--- config.mk ---
export PLATFORM = sky130hd
export DESIGN_NAME = stbs_ctrl
export DESIGN_NICKNAME = d
export VERILOG_FILES = /design/src/design/stbs_pkg.sv /design/src/design/stbs_ctrl.sv
export SDC_FILE = /design/constraint.sdc
export NUM_CORES = 1
export LEC_CHECK = 0
export ABC_AREA = 0
export BUFFER_PORTS_ARGS = -buffer_cell sky130_fd_sc_hd__buf_2
export CAP_MARGIN = 15
export CORE_MARGIN = 2
export CORE_UTILIZATION = 50
export CTS_CLUSTER_DIAMETER = 60
export CTS_CLUSTER_SIZE = 28
export DETAILED_ROUTE_END_ITERATION = 7
export PLACE_DENSITY = 0.75
export SETUP_SLACK_MARGIN = 0.3
export SLEW_MARGIN = 20
export SYNTH_ARGS = -nofsm -noshare
export SYNTH_HDL_FRONTEND = slang
export SYNTH_SLANG_ARGS = --single-unit
--- constraint.sdc ---
create_clock -name clk -period 2.3 [get_ports clk]
set_input_delay 0.46 -clock clk [delete_from_list [all_inputs] [get_ports clk]]
set_output_delay 0.46 -clock clk [all_outputs]
set_load 0.03 [all_outputs]
--- src/design/stbs_pkg.sv ---
// Shared types and constants for the sorted-table binary search unit.
// Used by the controller, the datapath and the top level; no dependencies.
`default_nettype none

package stbs_pkg;

	// Fixed field widths of the request and result items
	localparam int MODE_W = 4;
	localparam int KEY_W  = 32;
	localparam int POS_W  = 12;
	localparam int POS2_W = 11;
	localparam int CNT_W  = 11;

	// Request modes
	localparam logic [MODE_W-1:0] MODE_LOAD   = 4'd0;
	localparam logic [MODE_W-1:0] MODE_EXACT  = 4'd1;
	localparam logic [MODE_W-1:0] MODE_LOWER  = 4'd2;
	localparam logic [MODE_W-1:0] MODE_UPPER  = 4'd3;
	localparam logic [MODE_W-1:0] MODE_FIRST  = 4'd4;
	localparam logic [MODE_W-1:0] MODE_LAST   = 4'd5;
	localparam logic [MODE_W-1:0] MODE_RANGE  = 4'd6;
	localparam logic [MODE_W-1:0] MODE_FLOOR  = 4'd7;
	localparam logic [MODE_W-1:0] MODE_CEIL   = 4'd8;
	localparam logic [MODE_W-1:0] MODE_COUNT  = 4'd9;
	localparam logic [MODE_W-1:0] MODE_SINGLE = 4'd10;

	// Search pass variants run by the datapath
	typedef enum logic [2:0] {
		PK_EXACT,
		PK_LB,
		PK_UB,
		PK_FIRST,
		PK_LAST,
		PK_FLOOR,
		PK_CEIL,
		PK_SINGLE
	} kind_t;

	// Table address source for a read
	typedef enum logic [1:0] {
		ADDR_MID,
		ADDR_MID1,
		ADDR_LO
	} addr_sel_t;

	// Controller to datapath commands
	typedef struct packed {
		kind_t     kind;
		logic      use_high;
		logic      accept;
		logic      load;
		logic      init;
		logic      rd;
		addr_sel_t addr_sel;
		logic      upd;
		logic      pair;
		logic      fetch_done;
		logic      pass_end;
		logic      out_load;
	} cmd_t;

	// Datapath to controller status
	typedef struct packed {
		logic go;    // loop condition of the current pass holds
		logic hit;   // probed key equals the target
		logic past;  // single-element search ended past the last key
	} status_t;

endpackage

`default_nettype wire

--- src/design/stbs_ctrl.sv ---
// Controller of the search unit: request decode, pass sequencing, probe
// loop and result handoff. Depends on stbs_pkg.
`default_nettype none

module stbs_ctrl (
	input  wire logic                          clk,
	input  wire logic                          arst_n,
	input  wire logic                          in_valid,
	output logic                               in_ready,
	input  wire logic [stbs_pkg::MODE_W-1:0]   mode,
	output logic                               out_valid,
	input  wire logic                          out_ready,
	output stbs_pkg::cmd_t                     cmd,
	input  wire stbs_pkg::status_t             st
);

	import stbs_pkg::*;

	typedef enum logic [9:0] {
		S_IDLE   = 10'b00_0000_0001,
		S_LOAD   = 10'b00_0000_0010,
		S_INIT   = 10'b00_0000_0100,
		S_PROBE  = 10'b00_0000_1000,
		S_CMP    = 10'b00_0001_0000,
		S_PAIR   = 10'b00_0010_0000,
		S_FETCH  = 10'b00_0100_0000,
		S_FETCHD = 10'b00_1000_0000,
		S_END    = 10'b01_0000_0000,
		S_DONE   = 10'b10_0000_0000
	} state_t;

	state_t state_q, state_d;
	kind_t  kind_q, kind_d, second_q, second_d;
	logic   more_q, more_d;
	logic   high_q, high_d;
	logic   out_valid_q;
	logic   accept;
	logic   is_query;
	kind_t  first_kind;
	kind_t  next_kind;

	assign in_ready  = (state_q == S_IDLE);
	assign accept    = in_valid && in_ready;
	assign out_valid = out_valid_q;

	// Decode the first and second pass of a query
	always_comb begin
		is_query   = 1'b1;
		first_kind = PK_EXACT;
		next_kind  = PK_EXACT;
		case (mode)
			MODE_EXACT:  first_kind = PK_EXACT;
			MODE_LOWER:  first_kind = PK_LB;
			MODE_UPPER:  first_kind = PK_UB;
			MODE_FIRST:  first_kind = PK_FIRST;
			MODE_LAST:   first_kind = PK_LAST;
			MODE_RANGE: begin
				first_kind = PK_FIRST;
				next_kind  = PK_LAST;
			end
			MODE_FLOOR:  first_kind = PK_FLOOR;
			MODE_CEIL:   first_kind = PK_CEIL;
			MODE_COUNT: begin
				first_kind = PK_UB;
				next_kind  = PK_LB;
			end
			MODE_SINGLE: first_kind = PK_SINGLE;
			default:     is_query   = 1'b0;
		endcase
	end

	// Next state and commands
	always_comb begin
		state_d  = state_q;
		kind_d   = kind_q;
		second_d = second_q;
		more_d   = more_q;
		high_d   = high_q;

		cmd            = '0;
		cmd.kind       = kind_q;
		cmd.use_high   = high_q;
		cmd.accept     = accept;
		cmd.addr_sel   = ADDR_MID;

		case (state_q)
			S_IDLE: begin
				if (accept) begin
					kind_d   = first_kind;
					second_d = next_kind;
					more_d   = (mode == MODE_RANGE) || (mode == MODE_COUNT);
					high_d   = (mode == MODE_COUNT);
					if (mode == MODE_LOAD) state_d = S_LOAD;
					else if (is_query) state_d = S_INIT;
				end
			end
			S_LOAD: begin
				cmd.load = 1'b1;
				state_d  = S_IDLE;
			end
			S_INIT: begin
				cmd.init = 1'b1;
				state_d  = S_PROBE;
			end
			S_PROBE: begin
				if (st.go) begin
					cmd.rd  = 1'b1;
					state_d = S_CMP;
				end else if (kind_q == PK_SINGLE) begin
					state_d = S_FETCH;
				end else begin
					state_d = S_END;
				end
			end
			S_CMP: begin
				cmd.upd = 1'b1;
				if (kind_q == PK_SINGLE) begin
					cmd.rd       = 1'b1;
					cmd.addr_sel = ADDR_MID1;
					state_d      = S_PAIR;
				end else if (kind_q == PK_EXACT && st.hit) begin
					state_d = S_END;
				end else begin
					state_d = S_PROBE;
				end
			end
			S_PAIR: begin
				cmd.pair = 1'b1;
				state_d  = S_PROBE;
			end
			S_FETCH: begin
				if (st.past) begin
					state_d = S_END;
				end else begin
					cmd.rd       = 1'b1;
					cmd.addr_sel = ADDR_LO;
					state_d      = S_FETCHD;
				end
			end
			S_FETCHD: begin
				cmd.fetch_done = 1'b1;
				state_d        = S_END;
			end
			S_END: begin
				if (more_q) begin
					// keep the first pass result for the second pass
					cmd.pass_end = 1'b1;
					kind_d  = second_q;
					more_d  = 1'b0;
					high_d  = 1'b0;
					state_d = S_INIT;
				end else begin
					state_d = S_DONE;
				end
			end
			S_DONE: begin
				if (!out_valid_q || out_ready) begin
					cmd.out_load = 1'b1;
					state_d      = S_IDLE;
				end
			end
			default: state_d = S_IDLE;
		endcase
	end

	// State, pass sequencing and result valid
	always_ff @(posedge clk or negedge arst_n) begin
		if (!arst_n) begin
			state_q     <= S_IDLE;
			kind_q      <= PK_EXACT;
			second_q    <= PK_EXACT;
			more_q      <= 1'b0;
			high_q      <= 1'b0;
			out_valid_q <= 1'b0;
		end else begin
			state_q  <= state_d;
			kind_q   <= kind_d;
			second_q <= second_d;
			more_q   <= more_d;
			high_q   <= high_d;
			if (cmd.out_load) out_valid_q <= 1'b1;
			else if (out_ready) out_valid_q <= 1'b0;
		end
	end

	// Checks
	a_load_path: assert property (@(posedge clk) disable iff (!arst_n)
		accept && mode == MODE_LOAD |=> state_q == S_LOAD)
		else $error("load request did not reach the write state");

	a_valid_source: assert property (@(posedge clk) disable iff (!arst_n)
		$rose(out_valid_q) |-> $past(state_q == S_DONE))
		else $error("result raised outside the handoff state");

	a_hold_done: assert property (@(posedge clk) disable iff (!arst_n)
		state_q == S_DONE && out_valid_q && !out_ready |=> state_q == S_DONE)
		else $error("finished result overwrote a pending one");

endmodule

`default_nettype wire

==> results.cfg, run 1 <==
[yosys]
yosysTopAreaCellShare_pct = 35.8
async_reset_ff_share_pct = 100
netlist_area_um2 = 1190
synth_edf_count = 0
ys_ff_latch = 18
yosys_warnings = 0
yosysTopAreaCell = dfrtp_1
synth.avg_cell_area_um2 = 8.93
syn_nets = 144
synth_area_leaders = dfrtp_1, nor2_1, nor3b_1, nand2_1, a21oi_1
ys_seq_area_share_pct = 38.0
synth_ff_type = dfrtp_1
synth_cell_types = 42
synthCells = 133

[global_route]
grtUsageTotal_pct = 25.6
grt_pass1_wl_mm = 5.27
antenna_found_initial = 0
grt_pass1_vias = 1133
grt-ovfl-total = 0
grt_max_degree = 19

[drt]
drc = 0
dr.pass1.iters = 4
antenna_left = 0
wl_met1_mm = 1.50
num_vias = 1254
totalWireLength_mm = 3.68
drt_iter0_drc = 44
top_layer = met4
wl_met3_um = 188
dr_wl_met2_mm = 1.86
vias_per_cell = 5.92
wl_per_cell_um = 17.3

[placement]
dp_hpwl_mm = 2.14
dp_cells = 185
numPortBuffers = 27
place.gp.congestion = 0.873

[sta]
hold_slack_ps = 80.6
period_share_pct = 103
skew_ps = 4.55
slew_viol_final = 0
slew_headroom_pct = 72.4
rsz0062_at_grt = yes
fmax_ghz = 0.421
setup_ws_ps = -77.6
worst_slew_pin_slew_ps = 413
period_needed_ps = 2380
setup_viol = 3
hold_viol = 0

[status]
status = complete, but fails checks
violations = negative setup slack

[layout]
n_fill_cell = 146
fin_util_pct = 81.2
areaGrowthSynthToFinish_pct = 52.7
num-nets-final = 196
drive_gt1_share_pct = 52.2
n_antenna_cell = 0
finalNonFillerCells = 212

[pwr]
leakagePower_nw = 0.855
vdd_drop_max_mv = 0.889
power_w = 0.00167
cellPowerDensity_nw_per_um2 = 924

[critical_path]
crit_buf_inv = 1
slowest_delay_ps = 490
r2r_end = kind_q[2]
r2r_cells = 7
crit_family = simple AND/OR/NAND/NOR gates
critPathArrivalTime_ps = 1920
cp_max_fo = 7
start_kind = flop
rrSetupSlack_ps = 410
critPathLaunch = state_q[8]
reg2reg_from = state_q[6]
crit_chain = nor2_2, nand3_2, or3b_4, nor2b_4, buf_6
required_ps = 1840
critPathSlowestCell = dfrtp_2
worstSetupEndpointType = primary output
worstSetupPathType = flop to primary output

[clock_network]
root_buffer = clkbuf_4
cts.clk_slew.worst_paths_ps = 110
tritoncts = yes
clock_path_buffers = 2
cts.sinks = 18
clk_latency_ps = 290
htreeDepth = 1
cts-buffers-inserted = 3

[die]
rows = 17
dieArea_um2 = 2780
die_w_um = 52.7
fp.coreArea_um2 = 2230
die_h_um = 52.7
boundaryPins = 28
start_util_pct = 53.2

[run]
cap_violations = 0

[min_path]
hold_class = input port to asynchronous set/reset pin
[where the power goes]
| group | total, W | internal [W] | switching [W] |
|---|---|---|---|
| clock network | 0.000168 | 0.0000674 | 0.000100 |
| logic | 0.00101 | 0.000475 | 0.000530 |
| registers | 0.000502 | 0.000397 | 0.000105 |
[sequential cells by signal (all words and copies together), names as in the netlist]
name / count
out_valid: 1
more_q: 1
second_q: 2
high_q: 1
kind_q: 3
state_q: 10
[logic make-up after synthesis]
family / Yosys count / synth area share [%]
buf+inv: 10 / 3.90
compound gates: 24 / 13.5
simple gates: 76 / 40.7
mux: 2 / 1.69
xor+xnor: 3 / 2.21
flops: 18 / 38.0
[cells in the final DEF, fill, tap and decap left out, drive strengths merged, types with 4 or more instances in the layout]
| cell | n |
|---|---|
| nand2 | 11 |
| a21oi | 7 |
| inv | 4 |
| clkbuf | 4 |
| nand2b | 5 |
| nor3b | 6 |
| nand3 | 7 |
| buf | 53 |
| nor2 | 14 |
| nor4b | 5 |
| dfrtp | 17 |
| nor2b | 4 |
[worst max-delay path by stage]
stage,end,depth (start not counted)
floorplan,cmd[7],4
global placement,cmd[0],5
detailed placement,cmd[0],5
CTS,cmd[0],5
global route,cmd[0],5
finish,cmd[0],5
[cell usage after synthesis (all sizes together), types with 2 or more instances]
cell type	count
nor3b	6
nand4	3
nor2	14
dfrtp	17
nor4	3
inv	4
buf	3
o21ai	3
nor3	2
or4bb	2
clkbuf	3
nand3	7
a21o	2
nand2b	5
or4	2
nor2b	4
mux2i	2
o22ai	3
nand2	11
and2	3
a21oi	7
or3b	2
o32a	2
a211oi	2
nor4b	5
or2	2
o21a	2
and3	2
xor2	3
[cell type report]
class / instances / area, µm² / area share [%]
repair buffers: 53 / 424 / 23.4
flip-flops and latches: 18 / 462 / 25.5
clock buffers: 4 / 26.3 / 1.45
multi-input cells: 105 / 851 / 46.9
well taps: 28 / 35.0 / 1.93
inverters: 4 / 15.0 / 0.828
[stage by stage]
step                TNS [ps]  area [µm²]  worst slack [ps]
global route            -415        1810              -132
finish                  -132        1810             -77.6
global placement           0        1410               206
detailed placement         0        1410               103
floorplan                  0        1260               260
CTS                    -50.0        1660             -31.3
[layer usage]
| metal | track usage [%] | vias to the layer above |
|---|---|---|
| li1 | - | 587 |
| met1 | 34.8 | 607 |
| met2 | 41.5 | 48 |
| met4 | 8.97 | 0 |
| met5 | 0 | - |
| met3 | 3.43 | 12 |
[repair_timing]
item,4_1_cts,5_1_grt
endpoints found under the setup margin,12,16
hold buffers,0,0
pin swaps,8,8
gates resized for setup,43,14
buffers inserted,10,13
(Power assumes the default switching activity.)
==> inputs of run 2 (changes only) <==
--- a/config.mk
+++ b/config.mk
@@ -13,6 +13,7 @@
 export CTS_CLUSTER_DIAMETER = 60
 export CTS_CLUSTER_SIZE = 28
 export DETAILED_ROUTE_END_ITERATION = 7
+export MAX_ROUTING_LAYER = met4
 export PLACE_DENSITY = 0.75
 export SETUP_SLACK_MARGIN = 0.3
 export SLEW_MARGIN = 20
==> results.cfg, run 2 (synthesized netlist as in run 1, its figures left out) <==
[status]
status = complete, but fails checks
violations = negative setup slack

[sta]
slew_viol_final = 0
period_needed_ps = 2370
setup_viol = 3
rsz0062_at_grt = yes
hold_viol = 0
worst_slew_pin_slew_ps = 432
fmax_ghz = 0.422
period_share_pct = 103
skew_ps = 5.94
setup_ws_ps = -68.0
slew_headroom_pct = 71.1

[critical_path]
cp_max_fo = 7
start_kind = flop
critPathLaunch = state_q[8]
critPathArrivalTime_ps = 1910
worstSetupEndpointType = primary output
reg2reg_from = state_q[6]
required_ps = 1840
worstSetupPathType = flop to primary output

[min_path]
hold_class = input port to asynchronous set/reset pin

[global_route]
antenna_found_initial = 0
grt.busiest_layer = met2
grt_pass1_wl_mm = 5.26
grtUsageTotal_pct = 26.3
grt_max_degree = 19
use_met2_pct = 41.5
grt_pass1_vias = 1134
met1_usage_pct = 35.1
gr-usage-met3_pct = 2.86
grt-ovfl-total = 0

[clock_network]
root_buffer = clkbuf_4
cts.sinks = 18
cts-buffers-inserted = 3
tritoncts = yes
cts.clk_slew.worst_paths_ps = 110
htreeDepth = 1
clock_path_buffers = 2
clk_latency_ps = 290

[drt]
dr.pass1.iters = 4
antenna_left = 0
totalWireLength_mm = 3.67
wl_per_cell_um = 17.3
drc = 0
vias_per_cell = 5.90
drt_iter0_drc = 41
num_vias = 1251

[pwr]
vdd_drop_max_mv = 0.890
power_w = 0.00167
cellPowerDensity_nw_per_um2 = 923
leakagePower_nw = 0.855

[placement]
dp_hpwl_mm = 2.14
place.gp.congestion = 0.887
dp_cells = 185
placedInstanceArea_um2 = 1410
numPortBuffers = 27

[die]
die_h_um = 52.7
start_util_pct = 53.2
fp.coreArea_um2 = 2230
boundaryPins = 28
dieArea_um2 = 2780
die_w_um = 52.7
rows = 17

[layout]
drive_gt1_share_pct = 52.2
finalNonFillerCells = 212
final_cell_mix = buf_4, buf_6, buf_2
num-nets-final = 196
largest_register = state_q
fin_util_pct = 81.2
n_antenna_cell = 0
final_area_um2 = 1810
mostFrequentLayoutCell = buf_4
largestRegisters = state_q x10, kind_q x3, second_q x2
n_fill_cell = 146
largest_reg_flops = 10
areaGrowthSynthToFinish_pct = 52.7

[run]
cap_violations = 0
==> run 2: cell counts in the layout (fill, tap and decap cells not counted) <==
Identical to the previous run, type by type.
==> run 2: worst paths after layout <==
check	endpoint	slack, ps	cells past startpoint
max in group asynchronous	state_q[0]	1880	1
worst max register to register	kind_q[2]	410	7
worst min-delay path	out_valid	80	1
worst max-delay path	cmd[0]	-70	5
worst min register to register	second_q[0]	500	1
min in group clk	state_q[6]	380	2
==> run 2: per-stage QoR <==
step	hold WS (ps)	setup WS, ps	TNS (ps)
2_1_floorplan	164	260	0
3_3_place_gp	412	206	0
3_5_place_dp	426	103	0
4_1_cts	89.2	-31.3	-50.0
5_1_grt	102	-132	-415
6_report	81.6	-68.0	-113
==> run 2: layout make-up <==
cell class | instances | area, µm² | share of cell area (%)
Inverter | 4 | 15.0 | 0.828
Multi-Input combinational cell | 105 | 851 | 46.9
Clock buffer | 4 | 26.3 | 1.45
Tap cell | 28 | 35.0 | 1.93
Sequential cell | 18 | 462 | 25.5
Timing Repair Buffer | 53 | 424 | 23.4
==> run 2: what timing repair did <==
item,in CTS,in global routing
endpoints found under the setup margin,12,16
buffers inserted,10,13
hold buffers,0,0
gates resized for setup,43,14
pin swaps,8,8
==> run 2: metal layers <==
layer  vias to the layer above  wire, µm
li1                        588         -
met1                       606      1540
met2                        47      1860
met3                        10       153
met4                         0       116
met5                         -         0
==> run 2: worst max-delay path: stages (launching register included) <==
cell     delay, ps
dfrtp_2        480
nor2_2         310
nand3_2        150
or3b_4         420
nor2b_4        120
buf_6          130
==> run 2: report_power, final <==
| part | switching (W) | leakage (nW) | internal (W) |
|---|---|---|---|
| clock | 0.0000995 | 0.0150 | 0.0000674 |
| sequential | 0.000104 | 0.226 | 0.000397 |
| combinational | 0.000530 | 0.614 | 0.000475 |
==> inputs of run 3 (changes only) <==
--- a/config.mk
+++ b/config.mk
@@ -10,9 +10,11 @@
 export CAP_MARGIN = 15
 export CORE_MARGIN = 2
 export CORE_UTILIZATION = 50
+export CTS_BUF_LIST = sky130_fd_sc_hd__clkbuf_16
 export CTS_CLUSTER_DIAMETER = 60
 export CTS_CLUSTER_SIZE = 28
 export DETAILED_ROUTE_END_ITERATION = 7
+export GPL_TIMING_DRIVEN = 0
 export MAX_ROUTING_LAYER = met4
 export PLACE_DENSITY = 0.75
 export SETUP_SLACK_MARGIN = 0.3
==> results.cfg, run 3 (synthesized netlist as in run 1, its figures left out) <==
[status]
status = complete, but fails checks
violations = negative setup slack

[critical_path]
crit_chain = nor2_1, nand2_4, or4_4, inv_2, buf_6, buf_6
required_ps = 1840
start_kind = flop
slowest_delay_ps = 470
critPathArrivalTime_ps = 1950
cp_max_fo = 5
crit_buf_inv = 3
cpMostUsedCell = buf_6
critPathSlowestCell = dfrtp_2
worstSetupPathType = flop to primary output
worstSetupEndpointType = primary output
crit_family = simple AND/OR/NAND/NOR gates

[drt]
num_vias = 1214
wl_per_cell_um = 17.2
drc = 0
totalWireLength_mm = 3.55
drt_iter0_drc = 32
vias_per_cell = 5.89
antenna_left = 0
dr.pass1.iters = 4

[global_route]
antenna_found_initial = 0
grt_max_degree = 19
met1_usage_pct = 34.6
grt-ovfl-total = 0
grtUsageTotal_pct = 27.3
grt_pass1_wl_mm = 5.26
grt.busiest_layer = met2
use_met2_pct = 44.8
gr-usage-met3_pct = 3.71
grt_pass1_vias = 1105

[placement]
dp_hpwl_mm = 2.22
place.gp.congestion = 0.859
numPortBuffers = 26

[sta]
period_needed_ps = 2410
slew_headroom_pct = 70.5
skew_ps = 2.67
slew_viol_final = 0
hold_slack_ps = 135
tns_ps = -171
fmax_ghz = 0.415
setup_ws_ps = -109
rsz0062_at_grt = yes
period_share_pct = 105
worst_slew_pin_slew_ps = 441
hold_viol = 0
setup_viol = 3

[pwr]
power_w = 0.00179
cellPowerDensity_nw_per_um2 = 1020
internal_power_w = 0.00105
p_comb_share_pct = 52.0
seq_power_share_pct = 28.0
netSwitchingFraction_pct = 41.4
leakagePower_nw = 0.842
vdd_drop_max_mv = 0.870
power_frac_clock_pct = 20.1
p_sw_w = 0.000742

[die]
boundaryPins = 28
start_util_pct = 53.2
die_w_um = 52.7
fp.coreArea_um2 = 2230
die_h_um = 52.7
dieArea_um2 = 2780
rows = 17

[layout]
largestRegisters = state_q x10, kind_q x3, second_q x2
mostFrequentLayoutCell = buf_2
drive_gt1_share_pct = 46.6
num-nets-final = 190
n_antenna_cell = 0
largest_reg_flops = 10
fin_util_pct = 78.5
n_fill_cell = 151
largest_register = state_q
final_cell_mix = buf_2, buf_4, buf_6
areaGrowthSynthToFinish_pct = 47.6

[clock_network]
cts.sinks = 18
htreeDepth = 1
tritoncts = yes
root_buffer = clkbuf_16
clk_latency_ps = 250
cts.clk_slew.worst_paths_ps = 60
clock_path_buffers = 2
cts-buffers-inserted = 3

[min_path]
hold_class = input port to asynchronous set/reset pin

[run]
cap_violations = 0
run 3: worst paths after layout:
check                                 start           to  slack, ps  cells past startpoint
max in group asynchronous            arst_n   state_q[0]       1840                      1
worst min register to register  second_q[0]  second_q[0]        490                      1
worst max-delay path             state_q[7]      cmd[10]       -110                      6
worst min-delay path                 arst_n    out_valid        130                      1
worst max register to register   state_q[6]    kind_q[2]        380                      6
min in group clk                      st[2]   state_q[6]        400                      2
run 3: worst register-to-register path: stages, from the launching register on:
cell     delay [ps]
dfrtp_2         450
nor4_4          370
buf_4           210
buf_4           110
nand4_1         150
o32a_1          410
o21a_1          110
run 3: power groups by stage:
| stage | logic [W] | registers [W] | clock network [W] |
|---|---|---|---|
| final | 0.000932 | 0.000502 | 0.000360 |
| after CTS | 0.000793 | 0.000494 | 0.000353 |
| after floorplan | 0.000484 | 0.000527 | 0 |
| after detailed placement | 0.000689 | 0.000500 | 0 |
| after global routing | 0.000995 | 0.000513 | 0.000371 |
| after global placement | 0.000664 | 0.000489 | 0 |
run 3: timing repair:
item	in CTS	in global routing
buffers inserted	6	9
resized for setup	25	20
hold buffers	0	0
pin swaps	4	6
setup endpoints to repair	12	18
run 3: cell type report:
type	count	area, µm²	share of cell area (%)
Buffer	6	48.8	2.78
Clock buffer	3	75.1	4.28
Clock inverter	1	3.75	0.214
Inverter	4	15.0	0.857
Multi-Input combinational cell	105	810	46.2
Sequential cell	18	459	26.2
Tap cell	28	35.0	2.00
Timing Repair Buffer	41	307	17.5
run 3: stage by stage:
stage               cells  setup slack [ps]  area, µm²
global placement      187              52.0       1420
global route          206              -132       1750
CTS                   197              -106       1620
detailed placement    187              31.5       1420
floorplan             133               260       1260
finish                206              -109       1750
run 3: layer usage:
layer  part of all wire (%)  vias up  wire [µm]
li1                       -      578          -
met1                     42      591       1500
met2                     52       38       1860
met3                    3.7        7        131
met4                    1.5        0         55
met5                      0        -          0
